`config.mk`:
```
export PLATFORM = sky130hd
export DESIGN_NAME = fifo_queue_with_remove_by_key
export DESIGN_NICKNAME = d
export VERILOG_FILES = /design/src/rtl/fqrk_pkg.sv /design/src/rtl/fqrk_ram.sv /design/src/rtl/fifo_queue_with_remove_by_key.sv
export SDC_FILE = /design/constraint.sdc
export NUM_CORES = 1
export LEC_CHECK = 0
export BUFFER_PORTS_ARGS = -buffer_cell sky130_fd_sc_hd__buf_2
export CORE_MARGIN = 8
export CORE_UTILIZATION = 27
export DETAILED_ROUTE_END_ITERATION = 6
export PLACE_DENSITY = 0.46
export RECOVER_POWER = 100
export REMOVE_ABC_BUFFERS = 1
export SETUP_SLACK_MARGIN = 0.1
export SLEW_MARGIN = 20
export SYNTH_ARGS = -nofsm -noshare
export SYNTH_HDL_FRONTEND = slang
export SYNTH_HIERARCHICAL = 1
export SYNTH_SLANG_ARGS = --single-unit
```
`constraint.sdc`:
```
create_clock -name clk -period 5.68 [get_ports clk]
set_input_delay 0.852 -clock clk [delete_from_list [all_inputs] [get_ports clk]]
set_output_delay 0.852 -clock clk [all_outputs]
set_load 0.02 [all_outputs]
```
`src/rtl/fqrk_pkg.sv`:
```
package fqrk_pkg;

	localparam int QUEUE_DEPTH = 16;
	localparam int ID_BITS     = 16;
	localparam int HND_BITS    = 16;
	localparam int PTR_W       = $clog2(QUEUE_DEPTH);
	localparam int CNT_W       = $clog2(QUEUE_DEPTH + 1);
	localparam int ENTRY_W     = ID_BITS + HND_BITS;

	localparam logic [1:0] OP_ENQUEUE = 2'd0;
	localparam logic [1:0] OP_DEQUEUE = 2'd1;
	localparam logic [1:0] OP_KILL    = 2'd2;

	localparam logic [1:0] STAT_OK   = 2'd0;
	localparam logic [1:0] STAT_NONE = 2'd1;
	localparam logic [1:0] STAT_FULL = 2'd2;

	typedef enum logic [1:0] {
		S_IDLE,
		S_SCAN,
		S_SHIFT,
		S_FINISH
	} state_t;

endpackage

```
`src/rtl/fqrk_ram.sv`:
```
module fqrk_ram #(
	parameter int WIDTH = 32,
	parameter int DEPTH = 16
) (
	input  logic                     clk,
	input  logic                     we,
	input  logic [$clog2(DEPTH)-1:0] waddr,
	input  logic [WIDTH-1:0]         wdata,
	input  logic                     re,
	input  logic [$clog2(DEPTH)-1:0] raddr,
	output logic [WIDTH-1:0]         rdata
);

	logic [WIDTH-1:0] mem_q [DEPTH];

	always_ff @(posedge clk) begin
		if (we) begin
			mem_q[waddr] <= wdata;
		end
		if (re) begin
			rdata <= mem_q[raddr];
		end
	end

endmodule

```
`src/rtl/fifo_queue_with_remove_by_key.sv`:
```
// ordered queue of process entries (id and handle) with removal by id.
// input channel: in_valid / in_stall carry operation, proc_id and entry_handle;
// one transaction is taken at a time, in_stall stays high until its result
// has been placed in the output register.
// output channel: out_valid / out_stall carry status, out_id, out_handle and
// occupancy; exactly one result transaction per input transaction, in order.
// enqueue or an unused operation code goes straight to the result; dequeue
// and kill scan from the head, dequeue taking the first entry read and kill
// the first entry whose id matches; the scan reads one entry a cycle, then
// the entries behind the match are moved down one slot a cycle.
// the next input transaction is taken no sooner than the cycle after the
// result is loaded, so only one transaction at a time holds the block.
// the entries sit in one ram with a registered read port.
// reset clears the entry count and all handshake state; ram contents are
// left as they are and never read before being written.
// while the receiver stalls, the result is held and the next input
// transaction is worked on until it too has a result ready.
module fifo_queue_with_remove_by_key (
	input  logic        clk,
	input  logic        arst_n,
	input  logic        in_valid,
	output logic        in_stall,
	input  logic [1:0]  operation,
	input  logic [15:0] proc_id,
	input  logic [15:0] entry_handle,
	output logic        out_valid,
	input  logic        out_stall,
	output logic [1:0]  status,
	output logic [15:0] out_id,
	output logic [15:0] out_handle,
	output logic [4:0]  occupancy
);

	fqrk_pkg::state_t state_q, state_d;

	logic [fqrk_pkg::CNT_W-1:0]   count_q;
	logic [fqrk_pkg::CNT_W-1:0]   idx_q;
	logic                         rd_vld_s1;
	logic [fqrk_pkg::PTR_W-1:0]   rd_idx_s1;
	logic [fqrk_pkg::ID_BITS-1:0] key_q;
	logic                         deq_q;
	logic [1:0]                   res_status_q;
	logic [15:0]                  res_id_q;
	logic [15:0]                  res_hnd_q;

	logic                           ram_we;
	logic [fqrk_pkg::PTR_W-1:0]     ram_waddr;
	logic [fqrk_pkg::ENTRY_W-1:0]   ram_wdata;
	logic                           ram_re;
	logic [fqrk_pkg::PTR_W-1:0]     ram_raddr;
	logic [fqrk_pkg::ENTRY_W-1:0]   ram_rdata;
	logic [fqrk_pkg::ID_BITS-1:0]   rd_id;
	logic [fqrk_pkg::HND_BITS-1:0]  rd_hnd;

	logic accept;
	logic is_full;
	logic issue;
	logic hit;
	logic load_out;

	assign rd_id   = ram_rdata[fqrk_pkg::ENTRY_W-1 -: fqrk_pkg::ID_BITS];
	assign rd_hnd  = ram_rdata[fqrk_pkg::HND_BITS-1:0];
	assign is_full = (count_q == fqrk_pkg::CNT_W'(fqrk_pkg::QUEUE_DEPTH));

	fqrk_ram #(
		.WIDTH(fqrk_pkg::ENTRY_W),
		.DEPTH(fqrk_pkg::QUEUE_DEPTH)
	) u_ram (
		.clk  (clk),
		.we   (ram_we),
		.waddr(ram_waddr),
		.wdata(ram_wdata),
		.re   (ram_re),
		.raddr(ram_raddr),
		.rdata(ram_rdata)
	);

	// outputs of the state machine
	always_comb begin
		in_stall  = 1'b1;
		accept    = 1'b0;
		issue     = 1'b0;
		hit       = 1'b0;
		load_out  = 1'b0;
		ram_we    = 1'b0;
		ram_waddr = count_q[fqrk_pkg::PTR_W-1:0];
		ram_wdata = {(fqrk_pkg::ID_BITS)'(proc_id), (fqrk_pkg::HND_BITS)'(entry_handle)};
		ram_re    = 1'b0;
		ram_raddr = idx_q[fqrk_pkg::PTR_W-1:0];
		case (state_q)
			fqrk_pkg::S_IDLE: begin
				in_stall = 1'b0;
				accept   = in_valid;
				ram_we   = in_valid && (operation == fqrk_pkg::OP_ENQUEUE) && !is_full;
			end
			fqrk_pkg::S_SCAN: begin
				hit    = rd_vld_s1 && (deq_q || (rd_id == key_q));
				issue  = !hit && (idx_q < count_q);
				ram_re = issue;
			end
			fqrk_pkg::S_SHIFT: begin
				issue     = (idx_q < count_q);
				ram_re    = issue;
				ram_we    = rd_vld_s1;
				ram_waddr = rd_idx_s1 - fqrk_pkg::PTR_W'(1);
				ram_wdata = ram_rdata;
			end
			fqrk_pkg::S_FINISH: begin
				load_out = !out_valid || !out_stall;
			end
			default: begin
				in_stall = 1'b1;
			end
		endcase
	end

	// next state
	always_comb begin
		state_d = state_q;
		case (state_q)
			fqrk_pkg::S_IDLE: begin
				if (accept) begin
					if ((operation == fqrk_pkg::OP_DEQUEUE) || (operation == fqrk_pkg::OP_KILL)) begin
						state_d = fqrk_pkg::S_SCAN;
					end else begin
						state_d = fqrk_pkg::S_FINISH;
					end
				end
			end
			fqrk_pkg::S_SCAN: begin
				if (hit) begin
					state_d = fqrk_pkg::S_SHIFT;
				end else if (!issue && !rd_vld_s1) begin
					state_d = fqrk_pkg::S_FINISH;
				end
			end
			fqrk_pkg::S_SHIFT: begin
				if (!issue && !rd_vld_s1) begin
					state_d = fqrk_pkg::S_FINISH;
				end
			end
			fqrk_pkg::S_FINISH: begin
				if (load_out) begin
					state_d = fqrk_pkg::S_IDLE;
				end
			end
			default: begin
				state_d = fqrk_pkg::S_IDLE;
			end
		endcase
	end

	always_ff @(posedge clk or negedge arst_n) begin
		if (!arst_n) begin
			state_q   <= fqrk_pkg::S_IDLE;
			count_q   <= '0;
			idx_q     <= '0;
			rd_vld_s1 <= 1'b0;
			out_valid <= 1'b0;
		end else begin
			state_q   <= state_d;
			rd_vld_s1 <= ram_re;
			if (accept) begin
				idx_q <= '0;
				if ((operation == fqrk_pkg::OP_ENQUEUE) && !is_full) begin
					count_q <= count_q + fqrk_pkg::CNT_W'(1);
				end
			end else if (hit) begin
				idx_q <= fqrk_pkg::CNT_W'(rd_idx_s1) + fqrk_pkg::CNT_W'(1);
			end else if (issue) begin
				idx_q <= idx_q + fqrk_pkg::CNT_W'(1);
			end
			// the removed entry leaves once the shift has drained
			if ((state_q == fqrk_pkg::S_SHIFT) && (state_d == fqrk_pkg::S_FINISH)) begin
				count_q <= count_q - fqrk_pkg::CNT_W'(1);
			end
			if (load_out) begin
				out_valid <= 1'b1;
			end else if (out_valid && !out_stall) begin
				out_valid <= 1'b0;
			end
		end
	end

	// payload registers
	always_ff @(posedge clk) begin
		rd_idx_s1 <= idx_q[fqrk_pkg::PTR_W-1:0];
		if (accept) begin
			key_q     <= (fqrk_pkg::ID_BITS)'(proc_id);
			deq_q     <= (operation == fqrk_pkg::OP_DEQUEUE);
			res_id_q  <= '0;
			res_hnd_q <= '0;
			if (operation == fqrk_pkg::OP_ENQUEUE) begin
				res_status_q <= is_full ? fqrk_pkg::STAT_FULL : fqrk_pkg::STAT_OK;
			end else if ((operation == fqrk_pkg::OP_DEQUEUE) ||
			             (operation == fqrk_pkg::OP_KILL)) begin
				res_status_q <= fqrk_pkg::STAT_NONE;
			end else begin
				res_status_q <= fqrk_pkg::STAT_OK;
			end
		end else if (hit) begin
			res_status_q <= fqrk_pkg::STAT_OK;
			res_id_q     <= 16'(rd_id);
			res_hnd_q    <= 16'(rd_hnd);
		end
		if (load_out) begin
			status     <= res_status_q;
			out_id     <= res_id_q;
			out_handle <= res_hnd_q;
			occupancy  <= 5'(count_q);
		end
	end

endmodule
```
# Word level (Yosys, flattened, before mapping)

Memory sizes are Yosys's and may differ from the RTL's. A register that Yosys moved wholly into a read port is not among the register bits.
Cells that the tools add are included.

Equal/unequal tests: 8
Multiplexer cells: 29
Add/subtract/negate cells: 5
Order comparisons: 1
Reductions and logical operators: 25

Operators by type and width:

| operator              | number |
|---|---|
| $mux W32              | 1 |
| $mux W5               | 6 |
| $mux W2               | 9 |
| $eq A16 B16 Y1        | 1 |
| $add A5 B1 Y5 const B | 2 |
| $mux W1               | 9 |
| $eq A2 B2 Y1 const B  | 4 |
| $logic_and A1 B1 Y1   | 8 |
| $pmux W2 S4           | 1 |
| $reduce_bool A2 Y1    | 4 |
| $logic_not A1 Y1      | 6 |
| $add A4 B1 Y5 const B | 1 |
| $eq A5 B5 Y1 const B  | 1 |
| $lt A5 B5 Y1          | 1 |
| $sub A5 B1 Y5 const B | 1 |
| $eq A2 B1 Y1 const B  | 2 |
| $logic_not A2 Y1      | 2 |
| $mux W4               | 1 |
| $pmux W1 S2           | 2 |
| $sub A4 B1 Y4 const B | 1 |
| $logic_or A1 B1 Y1    | 3 |
| $reduce_bool A3 Y1    | 1 |
| $reduce_and A2 Y1     | 1 |

Memories kept: 1
RAM bits: 512
Output and inout port bits: 41
Logic and storage cells: 84
Flip-flop bits (word level): 108

Memories:

| memory      | depth | width | read ports | clocked after memory_dff | wr ports | line           | source |
|---|---|---|---|---|---|---|---|
| u_ram.mem_q | 16    | 32    | 1          | 1                        | 1        | fqrk_ram.sv:14 | `logic [WIDTH-1:0] mem_q [DEPTH];` |

# Longest topological paths before layout

Word-level depth: 15
Gate-level depth with buffers: 15
Depth with buffers taken out: 15

# By module

Netlist, hierarchy kept.

By module, submodules not included:

| module                        | seq. area each (sq um) | instances | area an instance (sq um) | cells an instance |
|---|---|---|---|---|
| fqrk_ram                      | 16335.7                | 1         | 20155.6                  | 838 |
| fifo_queue_with_remove_by_key | 2812.7                 | 1         | 4695.8                   | 400 |

# Worst setup path before layout

No wires, ideal clock.

Path kind: reg2reg
From: register state_q[0]
To: memory u_ram.mem_q[0][0], enable pin
Cell stages (with the launch flop): 9
Arrival time: 4.051 ns
Buffers on the path: 2
Setup slack: 1.168 ns
Clock period less this slack: 4.512 ns
Data required time: 5.219 ns
Path through: dfrtp_1 -> inv_1 -> ha_1 -> clkbuf_1 -> clkbuf_1 -> nand2_1 -> nand2_1 -> or3b_2 -> nor3_1

Longest elaborated chain between the ends: 4

RTL lines:

| item                                                    | line                                 | source |
|---|---|---|
| start: declaration                                      | fifo_queue_with_remove_by_key.sv:34  | `fqrk_pkg::state_t state_q, state_d;` |
| start signal: assignment                                | fifo_queue_with_remove_by_key.sv:155 | `state_q <= fqrk_pkg::S_IDLE;` |
| start signal: assignment                                | fifo_queue_with_remove_by_key.sv:161 | `state_q <= state_d;` |
| $eq A2 B2 Y1 / $logic_not A2 Y1 (equally long branches) | fifo_queue_with_remove_by_key.sv:90  | `case (state_q)` |
| $pmux W1 S2 *                                           | fifo_queue_with_remove_by_key.sv:90  |  |
| named net ram_we                                        | fifo_queue_with_remove_by_key.sv:46  | `logic ram_we;` |
| $mux W1 *                                               | fqrk_ram.sv:17                       | `if (we) begin` |
| $mux W1 (not written as such) *                         | fqrk_ram.sv:18                       | `mem_q[waddr] <= wdata;` |
| end: declaration                                        | fqrk_ram.sv:14                       |  |

The timed path passes the listed nets; every way through them passes the cells marked *.

# Worst setup path after layout

From: register state_q[0]
To: memory u_ram.mem_q[3][5], enable pin

RTL lines:

| item                         | line                                | source |
|---|---|---|
| $eq A2 B2 Y1                 | fifo_queue_with_remove_by_key.sv:90 |  |
| $mux W4                      | fifo_queue_with_remove_by_key.sv:90 |  |
| named net ram_waddr, one bit | fifo_queue_with_remove_by_key.sv:47 | `logic [fqrk_pkg::PTR_W-1:0] ram_waddr;` |

The timed path passes the listed nets, and every way through them passes these cells.

==> key figures <==
Cells and area
  • Layout area overhead: 16.2%
  • Ratio of cells with drive above 1 in the final layout: 19.7%
  • Post-layout nets: 1416
  • Finished Layout Cells: 2603
  • Antenna fix cells: 0

Critical path
  • Worst Path Arrival: 4840 ps
  • WP buf/inv: 2
  • CP Max Fanout: 19
  • Register-to-Register Path Depth: 6
  • Worst Path Required: 5860 ps
  • CP top delay family: buffers and inverters
  • Crit-path cells: inv_1 > ha_1 > mux2i_1 > nand2_1 > nor2_4 > clkbuf_1
  • Critical path capture point type: register
  • R2r startpoint: state_q[0]
  • Slowest CP cell: clkbuf_1
  • Setup Crit Path Kind: reg -> reg
  • CP peak stage delay: 1260 ps
  • R2R setup slack: 1030 ps
  • Startpoint Class: register
  • RR Endpoint: u_ram/mem_q[3][5]

Detailed routing
  • Drt drc: 0
  • Vias per cell: 4.69
  • ANT nets after route: 0
  • Via count: 12200
  • Iter 0 DRT Violations: 958
  • Final wirelength: 61800 um
  • DRT Pass-1 Iters: 5
  • Detailed-route wire length per cell: 23.8 um

Synthesis
  • Main synth FF type: edfxtp_1
  • EDFF count, synth: 602
  • Netlist cell types: 45
  • Register bit total from synthesis: 652
  • Mapped Avg Cell Area: 20.1 um2
  • Async S/R FF share, synth: 2.15%
  • YS warnings: 6
  • Register area share after synthesis: 77.1%
  • Mapped Cells: 1238
  • Syn Std Cell Area: 0.0249 mm2

Clocking
  • H-Tree Depth: 3
  • Total CTS buffers: 72
  • CTS resizes: 0
  • Clk buf depth: 3
  • Clk root buf: clkbuf_16
  • Worst-path clk slew: 60 ps
  • Clock sink count: 652
  • CTS tree: built
  • Clk_lat worst skew: 600 ps
  • Postcts setup bufs: 0
  • CTS hold repair buffers: 0

Timing
  • Final-report max-slew violation count: 175
  • Setup violations, final: 0
  • Slew Limit Headroom: -107%
  • Final Hold Fails: 0
  • WHS: 345 ps
  • Tcrit/Tclk final: 81.9%
  • Peak Freq: 0.215 GHz
  • Final worst path period need: 4650 ps
  • Actual slew at the worst max-slew pin: 3080 ps
  • RSZ-0062 raised after global routing: false
  • Worst clock skew: 22.2 ps

Floorplan
  • Chip Width: 319 um
  • Die H: 319 um
  • I/O pin cnt: 79
  • Core box area: 0.0914 mm2
  • Starting Density: 27.2%
  • Row cnt: 111
  • Die ar.: 0.102 mm2

Power and ir drop
  • Power Total: 15000 uW
  • Max rail drop VDD: 267 uV
  • P per Cell Area: 518 mW/mm2
  • Leakage Power: 0.00901 uW

GRT
  • Busiest grt layer: met2
  • Largest net degree at the start of global routing: 105
  • Grt total ovfl: 0
  • Vias in the first global route: 12766
  • GRT Util Overall: 11.9%
  • M1 GR Usage: 16.9%
  • Global-route wire length before repair: 90500 um
  • Met3 Use GR: 2.50%
  • GR Util met2: 18.9%
  • Initial antenna violation count: 1

Placed design
  • GP Congestion: 0.715
  • Port bufs: 78
  • Detailed placement HPWL: 34800 um
  • Placed insts: 2472

Flow run
  • Max-cap viol count: 8

Status
  • Outcome: complete, but fails checks
  • Failing checks: max-capacitance violations, max-slew violations

Worst hold path
  • Min-delay worst type: in -> async
final cells by class:
class,count,area [um2]
Multi-Input combinational cell,509,5420
Fill cell,8799,62500
Tap cell,1186,1480
Clock buffer,99,1960
Sequential cell,652,19100
Clock inverter,31,287
Timing Repair Buffer,109,527
Inverter,17,63.8
report_power, final:
group	total (uW)	switching, uW	internal (uW)	leakage (uW)
Sequential	6840	367	6470	0.00591
Combinational	3630	2310	1320	0.00200
Clock	4480	1840	2640	0.00109
Total	15000	4520	10400	0.00901
cells in the mapped netlist (5+ instances only):
master,count,area (um2)
dfrtp_1,14,350
buf_4,9,67.6
xnor2_1,7,61.3
clkbuf_1,26,97.6
mux2_2,32,360
edfxtp_1,602,18100
buf_1,10,37.5
nand2_1,113,424
nand3_1,5,25.0
a21oi_1,42,210
nor2_1,25,93.8
xor2_1,20,175
a22oi_1,64,480
ha_1,16,200
buf_2,12,60.1
o21ai_0,5,25.0
mux4_2,128,2880
dfxtp_1,36,721
nor3_1,5,25.0
mux2i_1,7,70.1
nor4_1,5,31.3
inv_1,17,63.8
state kept, by name, indices dropped and copies added, names as in the netlist, 5 cells and up:
register,flops
u_ram/mem_q,512
res_id_q,16
idx_q,5
occupancy,5
key_q,16
count_q,5
out_id,16
u_ram/rdata,32
out_handle,16
res_hnd_q,16
how the worst max path moves through the flow:
stage	startpoint	end	slack, ps	cells after the start
floorplan	idx_q[0]	count_q[4]	-1220	12
global placement	state_q[0]	u_ram/mem_q[14][12]	2050	6
detailed placement	state_q[0]	u_ram/mem_q[14][12]	1880	6
CTS	state_q[0]	u_ram/mem_q[14][4]	1880	6
global route	state_q[0]	u_ram/mem_q[3][5]	860	6
finish	state_q[0]	u_ram/mem_q[3][5]	1030	6
worst reg2reg max path, cell delays in order, from the launching register on:
cell and delay [ps]:
dfrtp_1 420, inv_1 140, ha_1 870, mux2i_1 580
nand2_1 340, nor2_4 610, clkbuf_1 1260
metal layers:
metal	share of wire [%]	vias up
li1	-	5275
met1	46	6496
met2	46	335
met3	5.2	94
met4	2.0	0
met5	0	-
cells in the final DEF, fill, tap and decap left out, types with 2 or more instances in the layout:
master	n
nor3_1	5
edfxtp_1	602
inv_1	17
nand2_1	113
inv_6	2
a21oi_1	42
xnor2_1	7
nand3b_1	3
nor2_4	10
clkbuf_16	74
mux4_2	128
buf_4	13
a22oi_1	64
ha_1	16
xor2_1	20
nor2b_4	2
nor2_2	2
nor2_1	14
clkinv_2	10
dfxtp_1	36
mux2_1	32
bufinv_16	5
clkinv_1	12
dfrtp_1	14
mux2i_1	7
nand3_1	5
o21ai_0	6
buf_2	20
nand2b_1	3
nor4_1	5
a31oi_1	3
a21o_1	3
clkbuf_1	95
clkbuf_2	3
nand4_1	3
kinds of logic (layout without fill, tap and decap cells):
| kind of cell | Yosys count | after routing | synth area share (%) |
|---|---|---|---|
| simple gates | 171 | 171 | 2.92 |
| compound gates | 127 | 127 | 3.41 |
| xor+xnor | 27 | 27 | 0.952 |
| fa+ha+maj | 17 | 17 | 0.886 |
| mux | 167 | 167 | 13.3 |
| buf+inv | 77 | 256 | 1.45 |
| flops | 652 | 652 | 77.1 |
metrics by stage:
stage	util [%]	worst slack (ps)	area [um2]	TNS, ps
4_1_cts	31.8	1880	29100	0
6_report	31.6	1030	28900	0
3_5_place_dp	29.4	1880	26800	0
5_1_grt	31.6	861	28900	0
2_1_floorplan	-	-1220	24600	-39410
3_3_place_gp	29.4	2050	26800	0
Note: power is estimated with default switching activity, not from simulation.
